$ cat config.mk
export PLATFORM = sky130hd
export DESIGN_NAME = first_fit_contiguous_block_allocator_top
export DESIGN_NICKNAME = d
export VERILOG_FILES = /design/src/rtl/ffcba_pkg.sv /design/src/rtl/ffcba_dp.sv /design/src/rtl/ffcba_ctrl.sv /design/src/rtl/first_fit_contiguous_block_allocator_top.sv
export SDC_FILE = /design/constraint.sdc
export NUM_CORES = 1
export LEC_CHECK = 0
export ABC_AREA = 1
export BUFFER_PORTS_ARGS = -buffer_cell sky130_fd_sc_hd__buf_2
export CORE_MARGIN = 10
export CORE_UTILIZATION = 50
export CTS_CLUSTER_DIAMETER = 60
export DETAILED_ROUTE_END_ITERATION = 6
export PLACE_DENSITY = 0.78
export SETUP_SLACK_MARGIN = 0.15
export SYNTH_ARGS = -nofsm -noshare
export SYNTH_HDL_FRONTEND = slang
export SYNTH_SLANG_ARGS = --single-unit
$ cat constraint.sdc
create_clock -name clk -period 19.2 [get_ports clk]
set_input_delay 0.96 -clock clk [delete_from_list [all_inputs] [get_ports clk]]
set_output_delay 0.96 -clock clk [all_outputs]
set_load 0.05 [all_outputs]
$ cat src/rtl/ffcba_pkg.sv
// ----------------------------------------------------------------------------
// First-fit allocator package
// Shared constants, codes and the command/status bundles between the
// controller and the datapath.
// ----------------------------------------------------------------------------
package ffcba_pkg;

  localparam int unsigned BLOCK_COUNT = 512;
  localparam int unsigned BLOCK_BYTES = 4096;
  localparam int unsigned BLOCK_SHIFT = $clog2(BLOCK_BYTES);

  localparam int unsigned REQ_W   = 22;
  localparam int unsigned IDX_W   = 9;
  localparam int unsigned GRANT_W = 10;

  // The map is held as words of WORD_BITS blocks each.
  localparam int unsigned WORD_BITS  = 8;
  localparam int unsigned WORD_SEL_W = $clog2(WORD_BITS);
  localparam int unsigned WORD_COUNT = BLOCK_COUNT / WORD_BITS;
  localparam int unsigned ADDR_W     = $clog2(WORD_COUNT);

  // Rounded block count of a request, wide enough for the largest request.
  localparam int unsigned BLK_W = REQ_W + 1 - BLOCK_SHIFT;

  localparam logic ACT_ALLOC = 1'b0;
  localparam logic ACT_FREE  = 1'b1;

  localparam logic ST_DONE    = 1'b0;
  localparam logic ST_NO_ROOM = 1'b1;

  typedef struct packed {
    logic load;
    logic rd;
    logic eval;
    logic wr;
    logic setup_mark;
    logic finish;
    logic fail;
  } dp_cmd_t;

  typedef struct packed {
    logic is_free;
    logic range_empty;
    logic zero_req;
    logic too_big;
    logic hit;
    logic rd_done;
    logic wr_last;
  } dp_sts_t;

endpackage

$ cat src/rtl/ffcba_dp.sv
// ----------------------------------------------------------------------------
// First-fit allocator datapath
// Holds the used/free map memory, the run scanner, the range writer and the
// result registers.
// ----------------------------------------------------------------------------
module ffcba_dp (
  input  logic                              clk,
  input  logic                              rst_n,
  input  ffcba_pkg::dp_cmd_t                cmd,
  output ffcba_pkg::dp_sts_t                sts,
  input  logic                              in_action,
  input  logic [ffcba_pkg::REQ_W-1:0]       in_request_bytes,
  input  logic [ffcba_pkg::IDX_W-1:0]       in_free_first,
  input  logic [ffcba_pkg::IDX_W-1:0]       in_free_last,
  output logic                              out_valid,
  output logic                              out_status,
  output logic [ffcba_pkg::IDX_W-1:0]       out_start_block,
  output logic [ffcba_pkg::GRANT_W-1:0]     out_granted_blocks
);

  logic [ffcba_pkg::WORD_BITS-1:0]  map_mem [ffcba_pkg::WORD_COUNT];

  logic                             action_r;
  logic [ffcba_pkg::BLK_W-1:0]      want_r;
  logic [ffcba_pkg::IDX_W-1:0]      lo_r;
  logic [ffcba_pkg::IDX_W-1:0]      hi_r;
  logic                             set_r;
  logic [ffcba_pkg::ADDR_W-1:0]     addr_r;
  logic [ffcba_pkg::ADDR_W-1:0]     ev_addr_r;
  logic                             rd_done_r;
  logic [ffcba_pkg::GRANT_W-1:0]    run_r;
  logic [ffcba_pkg::IDX_W-1:0]      start_r;
  logic [ffcba_pkg::WORD_BITS-1:0]  rd_data_r;
  logic                             out_valid_r;
  logic                             out_status_r;
  logic [ffcba_pkg::IDX_W-1:0]      out_start_r;
  logic [ffcba_pkg::GRANT_W-1:0]    out_granted_r;

  logic [ffcba_pkg::BLK_W-1:0]      want_nxt;
  logic [ffcba_pkg::GRANT_W-1:0]    run_nxt;
  logic [ffcba_pkg::IDX_W-1:0]      start_nxt;
  logic                             hit;
  logic [ffcba_pkg::WORD_BITS-1:0]  wmask;

  // Round the byte count up to whole blocks.
  assign want_nxt = ffcba_pkg::BLK_W'(
      ({1'b0, in_request_bytes} + (ffcba_pkg::REQ_W + 1)'(ffcba_pkg::BLOCK_BYTES - 1))
      >> ffcba_pkg::BLOCK_SHIFT);

  // Walk the eight blocks of the fetched word, carrying the free run from
  // the previous word. The first block that completes a long enough run
  // fixes the start.
  always_comb begin
    logic [ffcba_pkg::IDX_W-1:0]   idx;
    logic [ffcba_pkg::GRANT_W-1:0] end_plus;
    run_nxt   = run_r;
    hit       = 1'b0;
    start_nxt = start_r;
    end_plus  = '0;
    for (int j = 0; j < ffcba_pkg::WORD_BITS; j++) begin
      idx = {ev_addr_r, ffcba_pkg::WORD_SEL_W'(j)};
      if (!rd_data_r[j]) begin
        run_nxt = run_nxt + 1'b1;
      end else begin
        run_nxt = '0;
      end
      if (!hit && (run_nxt >= want_r[ffcba_pkg::GRANT_W-1:0])) begin
        hit       = 1'b1;
        end_plus  = {1'b0, idx} + 1'b1;
        start_nxt = ffcba_pkg::IDX_W'(end_plus - want_r[ffcba_pkg::GRANT_W-1:0]);
      end
    end
  end

  always_comb begin
    logic [ffcba_pkg::IDX_W-1:0] idx;
    for (int j = 0; j < ffcba_pkg::WORD_BITS; j++) begin
      idx      = {addr_r, ffcba_pkg::WORD_SEL_W'(j)};
      wmask[j] = (idx >= lo_r) && (idx <= hi_r);
    end
  end

  always_comb begin
    sts.is_free     = (action_r == ffcba_pkg::ACT_FREE);
    sts.range_empty = (hi_r < lo_r);
    sts.zero_req    = (want_r == '0);
    sts.too_big     = (want_r > ffcba_pkg::BLK_W'(ffcba_pkg::BLOCK_COUNT));
    sts.hit         = hit;
    sts.rd_done     = rd_done_r;
    sts.wr_last     = (addr_r == hi_r[ffcba_pkg::IDX_W-1:ffcba_pkg::WORD_SEL_W]);
  end

  // Control registers. After reset the range covers the whole map with a
  // clear value, so the first write pass empties it.
  always_ff @(posedge clk) begin
    if (!rst_n) begin
      addr_r      <= '0;
      lo_r        <= '0;
      hi_r        <= ffcba_pkg::IDX_W'(ffcba_pkg::BLOCK_COUNT - 1);
      set_r       <= 1'b0;
      rd_done_r   <= 1'b0;
      out_valid_r <= 1'b0;
    end else begin
      out_valid_r <= cmd.finish;
      if (cmd.load) begin
        lo_r      <= in_free_first;
        hi_r      <= in_free_last;
        set_r     <= 1'b0;
        rd_done_r <= 1'b0;
        if (in_action == ffcba_pkg::ACT_FREE) begin
          addr_r <= in_free_first[ffcba_pkg::IDX_W-1:ffcba_pkg::WORD_SEL_W];
        end else begin
          addr_r <= '0;
        end
      end else if (cmd.setup_mark) begin
        lo_r   <= start_r;
        hi_r   <= ffcba_pkg::IDX_W'(start_r + want_r[ffcba_pkg::GRANT_W-1:0] - 1'b1);
        set_r  <= 1'b1;
        addr_r <= start_r[ffcba_pkg::IDX_W-1:ffcba_pkg::WORD_SEL_W];
      end else if (cmd.rd || cmd.wr) begin
        addr_r <= addr_r + 1'b1;
        if (cmd.rd && (addr_r == ffcba_pkg::ADDR_W'(ffcba_pkg::WORD_COUNT - 1))) begin
          rd_done_r <= 1'b1;
        end
      end
    end
  end

  always_ff @(posedge clk) begin
    if (cmd.load) begin
      action_r <= in_action;
      want_r   <= want_nxt;
      run_r    <= '0;
      start_r  <= '0;
    end else if (cmd.eval) begin
      run_r <= run_nxt;
      if (hit) begin
        start_r <= start_nxt;
      end
    end
    if (cmd.rd) begin
      ev_addr_r <= addr_r;
    end
    if (cmd.finish) begin
      out_status_r <= cmd.fail ? ffcba_pkg::ST_NO_ROOM : ffcba_pkg::ST_DONE;
      out_start_r  <= cmd.fail ? '0 : start_r;
      if (cmd.fail || (action_r == ffcba_pkg::ACT_FREE)) begin
        out_granted_r <= '0;
      end else begin
        out_granted_r <= want_r[ffcba_pkg::GRANT_W-1:0];
      end
    end
  end

  always_ff @(posedge clk) begin
    if (cmd.wr) begin
      for (int j = 0; j < ffcba_pkg::WORD_BITS; j++) begin
        if (wmask[j]) begin
          map_mem[addr_r][j] <= set_r;
        end
      end
    end
    if (cmd.rd) begin
      rd_data_r <= map_mem[addr_r];
    end
  end

  assign out_valid          = out_valid_r;
  assign out_status         = out_status_r;
  assign out_start_block    = out_start_r;
  assign out_granted_blocks = out_granted_r;

  a_fail_fields_zero: assert property (@(posedge clk) disable iff (!rst_n)
    (out_valid && (out_status == ffcba_pkg::ST_NO_ROOM)) |->
      ((out_start_block == '0) && (out_granted_blocks == '0)))
    else $error("failed allocation reports a non-zero run");

  a_grant_in_disk: assert property (@(posedge clk) disable iff (!rst_n)
    (out_valid && (out_granted_blocks != '0)) |->
      (({1'b0, out_start_block} + out_granted_blocks) <= ffcba_pkg::BLOCK_COUNT))
    else $error("granted run runs past the end of the map");

  a_write_in_range: assert property (@(posedge clk) disable iff (!rst_n)
    cmd.wr |->
      ((addr_r >= lo_r[ffcba_pkg::IDX_W-1:ffcba_pkg::WORD_SEL_W]) &&
       (addr_r <= hi_r[ffcba_pkg::IDX_W-1:ffcba_pkg::WORD_SEL_W])))
    else $error("map write outside the current block range");

endmodule

$ cat src/rtl/ffcba_ctrl.sv
// ----------------------------------------------------------------------------
// First-fit allocator controller
// Sequences the clearing pass, the map scan, the mark and free passes and
// the result strobe.
// ----------------------------------------------------------------------------
module ffcba_ctrl (
  input  logic               clk,
  input  logic               rst_n,
  input  logic               start,
  output logic               busy,
  input  ffcba_pkg::dp_sts_t sts,
  output ffcba_pkg::dp_cmd_t cmd
);

  typedef enum logic [2:0] {
    S_INIT,
    S_IDLE,
    S_DECIDE,
    S_SCAN,
    S_MARKSET,
    S_WRITE
  } state_t;

  state_t state_r;
  state_t state_nxt;
  logic   busy_r;

  always_comb begin
    state_nxt = state_r;
    cmd       = '0;
    unique case (state_r)
      S_INIT: begin
        cmd.wr = 1'b1;
        if (sts.wr_last) begin
          state_nxt = S_IDLE;
        end
      end
      S_IDLE: begin
        if (start) begin
          cmd.load  = 1'b1;
          state_nxt = S_DECIDE;
        end
      end
      S_DECIDE: begin
        if (sts.is_free) begin
          if (sts.range_empty) begin
            cmd.finish = 1'b1;
            state_nxt  = S_IDLE;
          end else begin
            state_nxt = S_WRITE;
          end
        end else if (sts.zero_req) begin
          cmd.finish = 1'b1;
          state_nxt  = S_IDLE;
        end else if (sts.too_big) begin
          cmd.finish = 1'b1;
          cmd.fail   = 1'b1;
          state_nxt  = S_IDLE;
        end else begin
          cmd.rd    = 1'b1;
          state_nxt = S_SCAN;
        end
      end
      S_SCAN: begin
        // Each cycle judges the word fetched in the previous one.
        cmd.eval = 1'b1;
        if (sts.hit) begin
          state_nxt = S_MARKSET;
        end else if (sts.rd_done) begin
          cmd.finish = 1'b1;
          cmd.fail   = 1'b1;
          state_nxt  = S_IDLE;
        end else begin
          cmd.rd = 1'b1;
        end
      end
      S_MARKSET: begin
        cmd.setup_mark = 1'b1;
        state_nxt      = S_WRITE;
      end
      S_WRITE: begin
        cmd.wr = 1'b1;
        if (sts.wr_last) begin
          cmd.finish = 1'b1;
          state_nxt  = S_IDLE;
        end
      end
      default: begin
        state_nxt = S_IDLE;
      end
    endcase
  end

  always_ff @(posedge clk) begin
    if (!rst_n) begin
      state_r <= S_INIT;
      busy_r  <= 1'b1;
    end else begin
      state_r <= state_nxt;
      busy_r  <= (state_nxt != S_IDLE);
    end
  end

  assign busy = busy_r;

endmodule

$ cat src/rtl/first_fit_contiguous_block_allocator_top.sv
// ----------------------------------------------------------------------------
// First-fit contiguous block allocator
// Free clears the map words its range touches, eight blocks a word; a reversed
//   range, a zero or an oversize request ends without touching the map; allocate
//   scans 1 to 64 map words, then marks the granted run; all 64 are read if no fit.
// Throughput: one item at a time; busy falls as the one-cycle strobe is issued,
//   so the next transfer can be taken at the edge that ends it. No receiver stall.
// After reset a clearing pass empties the map with busy high.
// ----------------------------------------------------------------------------
module first_fit_contiguous_block_allocator_top (
  input  logic                          clk,
  input  logic                          rst_n,
  input  logic                          start,
  output logic                          busy,
  input  logic                          in_action,
  input  logic [ffcba_pkg::REQ_W-1:0]   in_request_bytes,
  input  logic [ffcba_pkg::IDX_W-1:0]   in_free_first,
  input  logic [ffcba_pkg::IDX_W-1:0]   in_free_last,
  output logic                          out_valid,
  output logic                          out_status,
  output logic [ffcba_pkg::IDX_W-1:0]   out_start_block,
  output logic [ffcba_pkg::GRANT_W-1:0] out_granted_blocks
);

  ffcba_pkg::dp_cmd_t cmd;
  ffcba_pkg::dp_sts_t sts;

  ffcba_ctrl u_ctrl (
    .clk   (clk),
    .rst_n (rst_n),
    .start (start),
    .busy  (busy),
    .sts   (sts),
    .cmd   (cmd)
  );

  ffcba_dp u_dp (
    .clk                (clk),
    .rst_n              (rst_n),
    .cmd                (cmd),
    .sts                (sts),
    .in_action          (in_action),
    .in_request_bytes   (in_request_bytes),
    .in_free_first      (in_free_first),
    .in_free_last       (in_free_last),
    .out_valid          (out_valid),
    .out_status         (out_status),
    .out_start_block    (out_start_block),
    .out_granted_blocks (out_granted_blocks)
  );

endmodule

# Word-level counts from Yosys, hierarchy flattened
# Memories as Yosys holds them, arrays and structs flattened. A register that Yosys moved wholly into a read port is not among the register bits.
# Cells that the tools add are included.
dict set report totals {
  inputBits 44
  regBits 88
  out_inout_bits 22
  ramBits 512
  latch_bits 0
  memories 1
  elab_cells 203
  mem_bits_ro 0
}
# memory words width read_ports rd_ports_with_merged_regs wr line_no
set mem_list {}
lappend mem_list {u_dp.map_mem 64 8 1 1 1 ffcba_dp.sv:21} ;# logic [ffcba_pkg::WORD_BITS-1:0] map_mem [ffcba_pkg::WORD_COUNT];
dict set report op_classes {
  shift 0
  mux 88
  bitwise 2
  n_div 0
  n_eq_ne 8
  add_sub_neg 28
  multipliers 0
  n_reduce_logical 34
  n_lt_le_gt_ge 26
}
# operator n
set op_table {}
lappend op_table {{9-bit two-way mux} 12}
lappend op_table {{10-bit by 1-bit adder with 10-bit output, second input constant} 8}
lappend op_table {{10-bit greater-or-equal comparator} 8}
lappend op_table {{10-bit two-way mux} 8}
lappend op_table {{9-bit by 1-bit adder with 9-bit output, second input constant} 8}
lappend op_table {{9-bit greater-or-equal comparator} 8}
lappend op_table {{9-bit less-or-equal comparator} 8}
lappend op_table {{9-bit subtractor} 8}
lappend op_table {{1-bit two-way mux} 49}
lappend op_table {{6-bit two-way mux} 4}
lappend op_table {{22-bit by 12-bit adder with 23-bit output, second input constant} 1}
lappend op_table {{3-bit two-way mux} 6}
lappend op_table {{1-bit logical AND} 16}
lappend op_table {{3-bit one-hot mux with 5 select lines} 1}
lappend op_table {{11-bit by 10-bit > comparator with 1-bit output, second input constant} 1}
lappend op_table {{11-bit logical NOT} 1}
lappend op_table {{2-bit two-way mux} 5}
lappend op_table {{9-bit adder} 1}
lappend op_table {{9-bit less-than comparator} 1}
lappend op_table {{9-bit by 1-bit subtractor with 9-bit output, second input constant} 1}
lappend op_table {{8-bit nonzero test} 1}
lappend op_table {{1-bit logical NOT} 7}
lappend op_table {{6-bit by 1-bit adder with 6-bit output, second input constant} 1}
lappend op_table {{3-bit by 2-bit == test with 1-bit output, second input constant} 2}
lappend op_table {{14 further kinds} 20}

# Depth between registers and ports, before layout
# Gate-level depths: netlist of run 1.
dict set report logic_depth {
  word_depth 31
  depth_mapped 45
  depth_no_buf 45
}

# By module
# A second synthesis of run 1 with hierarchy kept.
dict set report hier_totals {
  hier_cells 3259
  area_unflattened_um2 31567.8
}
# module area_per_inst_um2 seq_area_each_um2 cells_each instances
set by_module_without_submodules {}
lappend by_module_without_submodules {ffcba_dp 31227.4 17677.0 3202 1}
lappend by_module_without_submodules {ffcba_ctrl 340.3 80.1 57 1}

# Worst setup path after synthesis of run 1
# No wires, ideal clock.
dict set report synth_timing {
  path_type {register to register}
  start {reg u_dp.set_r}
  end {mem u_dp.map_mem[0][0] (netlist bit), data pin}
  required_ns 17.691
  n_path_buf 0
  path_stages_with_launch 1
  synth_period_minus_slack_ns 8.024
  arrival_time_ns 6.514
  path_slack_ns 11.176
  setup_ns 1.509
  cell_sequence {dfxtp_1}
}
# element line_no
set synth_lines {}
lappend synth_lines {{from (decl)} ffcba_dp.sv:27} ;# logic set_r;
lappend synth_lines {{from (signal assigned)} ffcba_dp.sv:100} ;# set_r <= 1'b0;
lappend synth_lines {{from (signal assigned)} ffcba_dp.sv:108} ;# set_r <= 1'b0;
lappend synth_lines {{from (signal assigned)} ffcba_dp.sv:118} ;# set_r <= 1'b1;
lappend synth_lines {{to (decl)} ffcba_dp.sv:21}
# No word-level cell before the write port.

==> results of run 1 <==
per-stage QoR:
step,setup slack [ns],power (W),util,cell area [µm²]
floorplan,11.18,0.00287,-,31600
global placement,13.28,0.00340,0.521,32800
detailed placement,13.02,0.00343,0.521,32800
CTS,13.03,0.00462,0.554,34800
global route,12.28,0.00485,0.554,34800
finish,12.99,0.00463,0.554,34800
placed cells by master (no fill, tap or decap), types with 7 or more instances in the layout:
master	count
nand3_2	19
nor3_1	14
bufinv_16	7
o21ai_1	7
nor3_2	7
ha_1	137
edfxtp_1	558
buf_2	65
or2_2	7
a22o_1	68
inv_2	12
clkinv_2	14
a22oi_1	82
clkbuf_16	61
o21ai_0	82
nand4_1	68
a21oi_1	110
xor2_1	49
dfxtp_1	49
a221oi_1	67
o211ai_1	17
nand2_2	25
nand3_1	79
a31oi_1	13
clkinv_1	25
nand2_1	521
nor2_4	18
nor2_1	706
inv_1	228
buf_4	40
nor2_2	25
routing by layer:
metal / vias to the layer above / wire (µm) / track usage / share of wire
li1: 11239 / - / - / -
met1: 11358 / 31800 / 0.271 / 0.40
met2: 1060 / 38100 / 0.348 / 0.48
met3: 187 / 6980 / 0.0334 / 0.088
met4: 4 / 2520 / 0.0792 / 0.032
met5: - / 26 / 0 / 0.00033
area by class of cell:
type	count	area [µm²]	area share
sequential	608	17800	0.510
tap	846	1060	0.0304
multi-input combinational	2212	12400	0.356
clock buffer	66	1550	0.0444
timing repair buffer	105	626	0.0180
inverter	249	935	0.0269
clock inverter	46	477	0.0137
worst max-delay path, delay by kind of cell (launching register included):
family / cells / cell delay, ns
compound gates: 4 / 1.05
fa+ha+maj: 2 / 0.60
buf+inv: 4 / 0.41
flops: 1 / 0.51
simple gates: 28 / 3.26
power by group:
part	leakage [nW]	switching [W]	internal (W)	total, W
clock network	0.994	0.000516	0.000680	0.00120
registers	5.57	0.0000668	0.00157	0.00164
logic	6.69	0.00136	0.000438	0.00180
total	13.3	0.00194	0.00269	0.00463
worst max-delay path by stage:
| stage | cells past startpoint | end | slack [ns] |
|---|---|---|---|
| final | 38 | u_dp.out_granted_blocks[2] | 12.99 |
| after global routing | 38 | u_dp.out_granted_blocks[2] | 12.28 |
| after CTS | 38 | u_dp.out_granted_blocks[2] | 13.03 |
| after detailed placement | 38 | u_dp.out_granted_blocks[0] | 13.02 |
| after global placement | 36 | u_dp.out_granted_blocks[2] | 13.28 |
| after floorplan | 0 | u_dp.map_mem[0][0] | 11.18 |
logic make-up after synthesis:
group,Yosys count,share of synthesized area
compound gates,496,0.108
simple gates,1513,0.206
fa+ha+maj,143,0.0580
flops,608,0.562
xor+xnor,55,0.0152
buf+inv,393,0.0487
mux,5,0.00174
registers in the layout (all words and copies together), names as in the netlist:
name,cells
u_dp.ev_addr_r,6
u_dp.out_valid,1
u_dp.out_status,1
u_dp.run_r,10
u_dp.start_r,9
u_dp.set_r,1
u_dp.want_r,11
u_dp.out_start_block,9
u_dp.addr_r,6
u_dp.hi_r,9
u_ctrl.state_r,3
u_dp.action_r,1
u_dp.rd_data_r,8
u_dp.lo_r,9
u_ctrl.busy,1
u_dp.map_mem,512
u_dp.out_granted_blocks,10
u_dp.rd_done_r,1
==> results.ini, run 1 <==
[critical_path]
reg2reg_from=u_dp.run_r[0]
r2r_slack_ns=12.99
max_stage_delay_ns=0.51
startpoint=u_dp.run_r[0]
critPathArrivalTime_ns=6.45
crit_path_start_kind=flip-flop
rr_worst_depth=38
worstSetupPathType=reg -> reg
slowest_stage=dfxtp_1
r2r_end=u_dp.out_granted_blocks[2]
crit_required_ns=19.44
end_kind=flip-flop
crit_top_cell=nand2_1
critPathMaxFanout=21

[clock_tree]
clk_latency_ns=0.66
root_buffer=clkbuf_16
cts.path.max_buffers=3
cts-resized-gates=0
cts_tree=built
post-cts-setup-buffer-count=0
numClockSinks=608
path_clk_slew_ns=0.06
htreeDepth=2
numCtsBuffers=60
hold_buffers=0

[final_layout]
fillCellCount=5355
layout-drive-gt1-share=0.102
layout.cells.non_filler=4132
nets=3423
synthToLayoutAreaGrowth_pct=10.1
antenna_cells=0

[power_and_ir_drop]
peakVddDrop_mv=0.193
leakagePower_nw=13.3
p_per_area_mw_per_mm2=133

[floorplan]
die_h_um=271
initial_core_util=0.503
io_pins=66
rows=92
core_area_mm2=0.0629
die_x_um=271
dieArea_mm2=0.0737

[timing]
fmax_mhz=161
rsz0062_at_grt=false
maxSlewHeadroom=0.166
skew_ns=0.0738
period_share=0.323
setup-tns-final_ns=0
whs_ns=0.473
slew_violations=0
final_hold_viol_count=0
tightest_slew_ns=1.24
setup_viol=0
min_period_ns=6.21

[flow_run]
cap_violations=0

[placement]
dp.cells=4020
io_buffers=65
routabilityCongestion=0.899
dp.final_hpwl_um=49800

[detailed_routing]
drc=0
drt-total-wl_um=79400
wl_per_cell_um=19.2
drt_pre_antenna_iters=6
ant_nets=0
viasPerCell=5.77
drt-initial-drc-count=2790
vias=23848

[run_status]
status=completed

[synthesis]
syn_nets=3400
synth-async-reset-ratio=0
yosysMostFrequentCell=nor2_1
ys_ff_latch=608
ys.flop_type=edfxtp_1
synth_top_cell_by_area=edfxtp_1
ys_types=66
synth_edf_count=558
netlist_area_mm2=0.0316
syn_avg_cell_area_um2=9.84
synth_area_leaders=edfxtp_1, nor2_1, nand2_1, ha_1, dfxtp_1
synth.top_cell.area_share=0.530
synth-seq-area-share=0.562
synthCells=3213
synthTopCellsByCount=nor2_1, edfxtp_1, nand2_1
yosys_warnings=0

[global_routing]
grt_pass1_vias=22748
antenna_found_initial=2
grt_max_degree=132
grt_pass1_wl_um=124000
grtUsageTotal=0.209
grt_remaining_overflow=0

[worst_hold_path]
holdPathStages=2
whs_endpoint=u_dp.lo_r[5]
hp-start=u_dp.lo_r[5]
holdCritPathClass=reg -> reg

Note: power is estimated with default switching activity, not from simulation.
==> run 2: changes to the inputs <==
clock period = 6.25 ns   (was 19.2 ns; I/O delays follow)
==> run 2 against run 1 <==
Compared with the run above: setup slack got worse by 12 ns; total power rose to 3.1 times the previous value; hold slack got worse by 0.45 ns; critical endpoint is now u_dp.out_granted_blocks[9]; largest cell class unchanged.
==> results.ini, run 2 (synthesis gave the netlist of run 1 again) <==
[run_status]
status=completed  ; unchanged

[timing]
setup-tns-final_ns=0  ; unchanged
period_share=0.898  ; was 0.323
final_hold_viol_count=0  ; unchanged
setup_ws_ns=0.637  ; was 12.99 ns
skew_ns=0.0462  ; was 0.0738 ns
setup_viol=0  ; unchanged
slew_violations=0  ; unchanged
min_period_ns=5.61  ; was 6.21 ns
tightest_slew_ns=1.31  ; was 1.24 ns
fmax_mhz=178  ; was 161 MHz
rsz0062_at_grt=false  ; unchanged
maxSlewHeadroom=0.122  ; was 0.166

[clock_tree]
clk_latency_ns=0.63  ; was 0.66 ns
cts_tree=built  ; unchanged
cts.path.max_buffers=3  ; unchanged
path_clk_slew_ns=0.06  ; about the same
root_buffer=clkbuf_16  ; unchanged
htreeDepth=3  ; was 2
numCtsBuffers=67  ; was 60
numClockSinks=608  ; unchanged

[critical_path]
critPathBufInv=6  ; was 4
cp_num_cells=38  ; unchanged
critPathMaxFanout=6  ; was 21
critPathTopFamily=simple AND/OR/NAND/NOR gates  ; unchanged
r2r_slack_ns=0.64  ; was 12.99 ns
crit_required_ns=6.53  ; was 19.44 ns
crit_path_start_kind=flip-flop  ; unchanged
end_kind=flip-flop  ; unchanged
max_stage_delay_ns=0.35  ; was 0.51 ns
slowest_stage=dfxtp_2  ; was dfxtp_1
rr_worst_depth=38  ; unchanged
critPathArrivalTime_ns=5.89  ; was 6.45 ns
worstSetupPathType=reg -> reg  ; unchanged
crit_top_cell=nand2_1  ; unchanged

[floorplan]
die_h_um=271  ; unchanged
dieArea_mm2=0.0737  ; unchanged
initial_core_util=0.503  ; unchanged
io_pins=66  ; unchanged
die_x_um=271  ; unchanged
rows=92  ; unchanged
core_area_mm2=0.0629  ; unchanged

[final_layout]
layout-drive-gt1-share=0.106  ; was 0.102
nets=3452  ; was 3423
antenna_cells=0  ; unchanged
mostFrequentLayoutCell=nor2_1  ; unchanged
top_register=u_dp.map_mem  ; unchanged
reg_top3=u_dp.map_mem x512, u_dp.want_r x11  ; unchanged
final_cell_mix=nor2_1, edfxtp_1, nand2_1  ; unchanged
synthToLayoutAreaGrowth_pct=11.7  ; was 10.1%
largest_reg_flops=512  ; unchanged

[worst_hold_path]
holdPathStages=3  ; was 2
holdCritPathClass=in -> reg  ; was reg -> reg

[global_routing]
grt_pass1_wl_um=126000  ; was 124000 µm
grt_remaining_overflow=0  ; unchanged
grt_pass1_vias=23070  ; was 22.7k
grtUsageTotal=0.213  ; was 0.209
grt_max_degree=273  ; was 132
antenna_found_initial=0  ; was 2

[placement]
io_buffers=65  ; unchanged
dp.final_hpwl_um=50900  ; was 49800 µm
routabilityCongestion=0.909  ; was 0.899
dp_worst_setup_slack_ns=0.430  ; was 13.02 ns

[detailed_routing]
drt_pre_antenna_iters=6  ; unchanged
viasPerCell=5.85  ; was 5.77
wl_per_cell_um=19.7  ; was 19.2 µm
drt-initial-drc-count=3082  ; was 2790
ant_nets=0  ; unchanged
drt-total-wl_um=82000  ; was 79400 µm
vias=24333  ; was 23.8k
drc=0  ; unchanged

[power_and_ir_drop]
p_per_area_mw_per_mm2=412  ; was 133 mW/mm²
leakagePower_nw=13.4  ; was 13.3 nW
peakVddDrop_mv=0.661  ; was 0.193 mV

[flow_run]
cap_violations=0  ; unchanged

[run 2: cell count changes in the layout (fill, tap and decap cells not counted), sizes merged, moves of 3 or more]
cell         change
clkbuf          +21
clkinv          -11
dlygate4sd3     +13
o211ai           +3
buf              +6
bufinv           -4
[run 2: timing repair]
item / in CTS / in global routing
endpoints found under the setup margin: 0 / 54
hold endpoints to repair: 13 / 0
resized for setup: 0 / 14
setup buffers: 0 / 2
hold buffers: 13 / 0
[run 2: path summary, 6_finish.rpt]
path                                 to            startpoint
max          u_dp.out_granted_blocks[9]         u_dp.run_r[1]
min                      u_dp.want_r[2]  in_request_bytes[14]
max reg2reg  u_dp.out_granted_blocks[9]         u_dp.run_r[1]
min reg2reg                u_dp.lo_r[5]          u_dp.lo_r[5]
[run 2: through the flow]
step                      hold slack (ns)  power, W   util  std cells  instance area (µm²)
after global routing               0.0386    0.0152  0.561       4163                35300
final                              0.0223    0.0145  0.561       4163                35300
after detailed placement            0.456    0.0106  0.523       4024                32900
after floorplan                     0.411   0.00876      -       3213                31600
after CTS                         0.00259    0.0145  0.560       4158                35200
after global placement              0.453    0.0105  0.523       4024                32900
[run 2: layer usage]
layer	track usage	part of all wire	vias to the layer above
met1	0.276	0.40	11603
met3	0.0352	0.091	213
li1	-	-	11322
met5	0	0	-
met2	0.353	0.48	1195
met4	0.0855	0.036	0
[run 2: power breakdown]
part / internal, W / switching [W]
clock network: 0.00220 / 0.00168
registers: 0.00484 / 0.000223
logic: 0.00138 / 0.00421
total: 0.00842 / 0.00611
[run 2: worst register-to-register path: cells and delay by family (launching register included)]
family | cells | cell delay [ns]
AND/OR/NAND/NOR | 25 | 3.03
AO/OA/AOI/OAI | 5 | 0.81
adder cells (fa/ha/maj) | 2 | 0.63
buffers and inverters | 6 | 0.48
flip-flops | 1 | 0.35
[run 2: layout make-up]
| type | count | area [µm²] |
|---|---|---|
| fillers | 5277 | 27600 |
| flip-flops and latches | 608 | 17800 |
| multi-input cells | 2215 | 12500 |
| clock buffers | 87 | 1790 |
| well taps | 846 | 1060 |
| inverters | 249 | 937 |
| repair buffers | 124 | 863 |
| clock inverters | 34 | 383 |
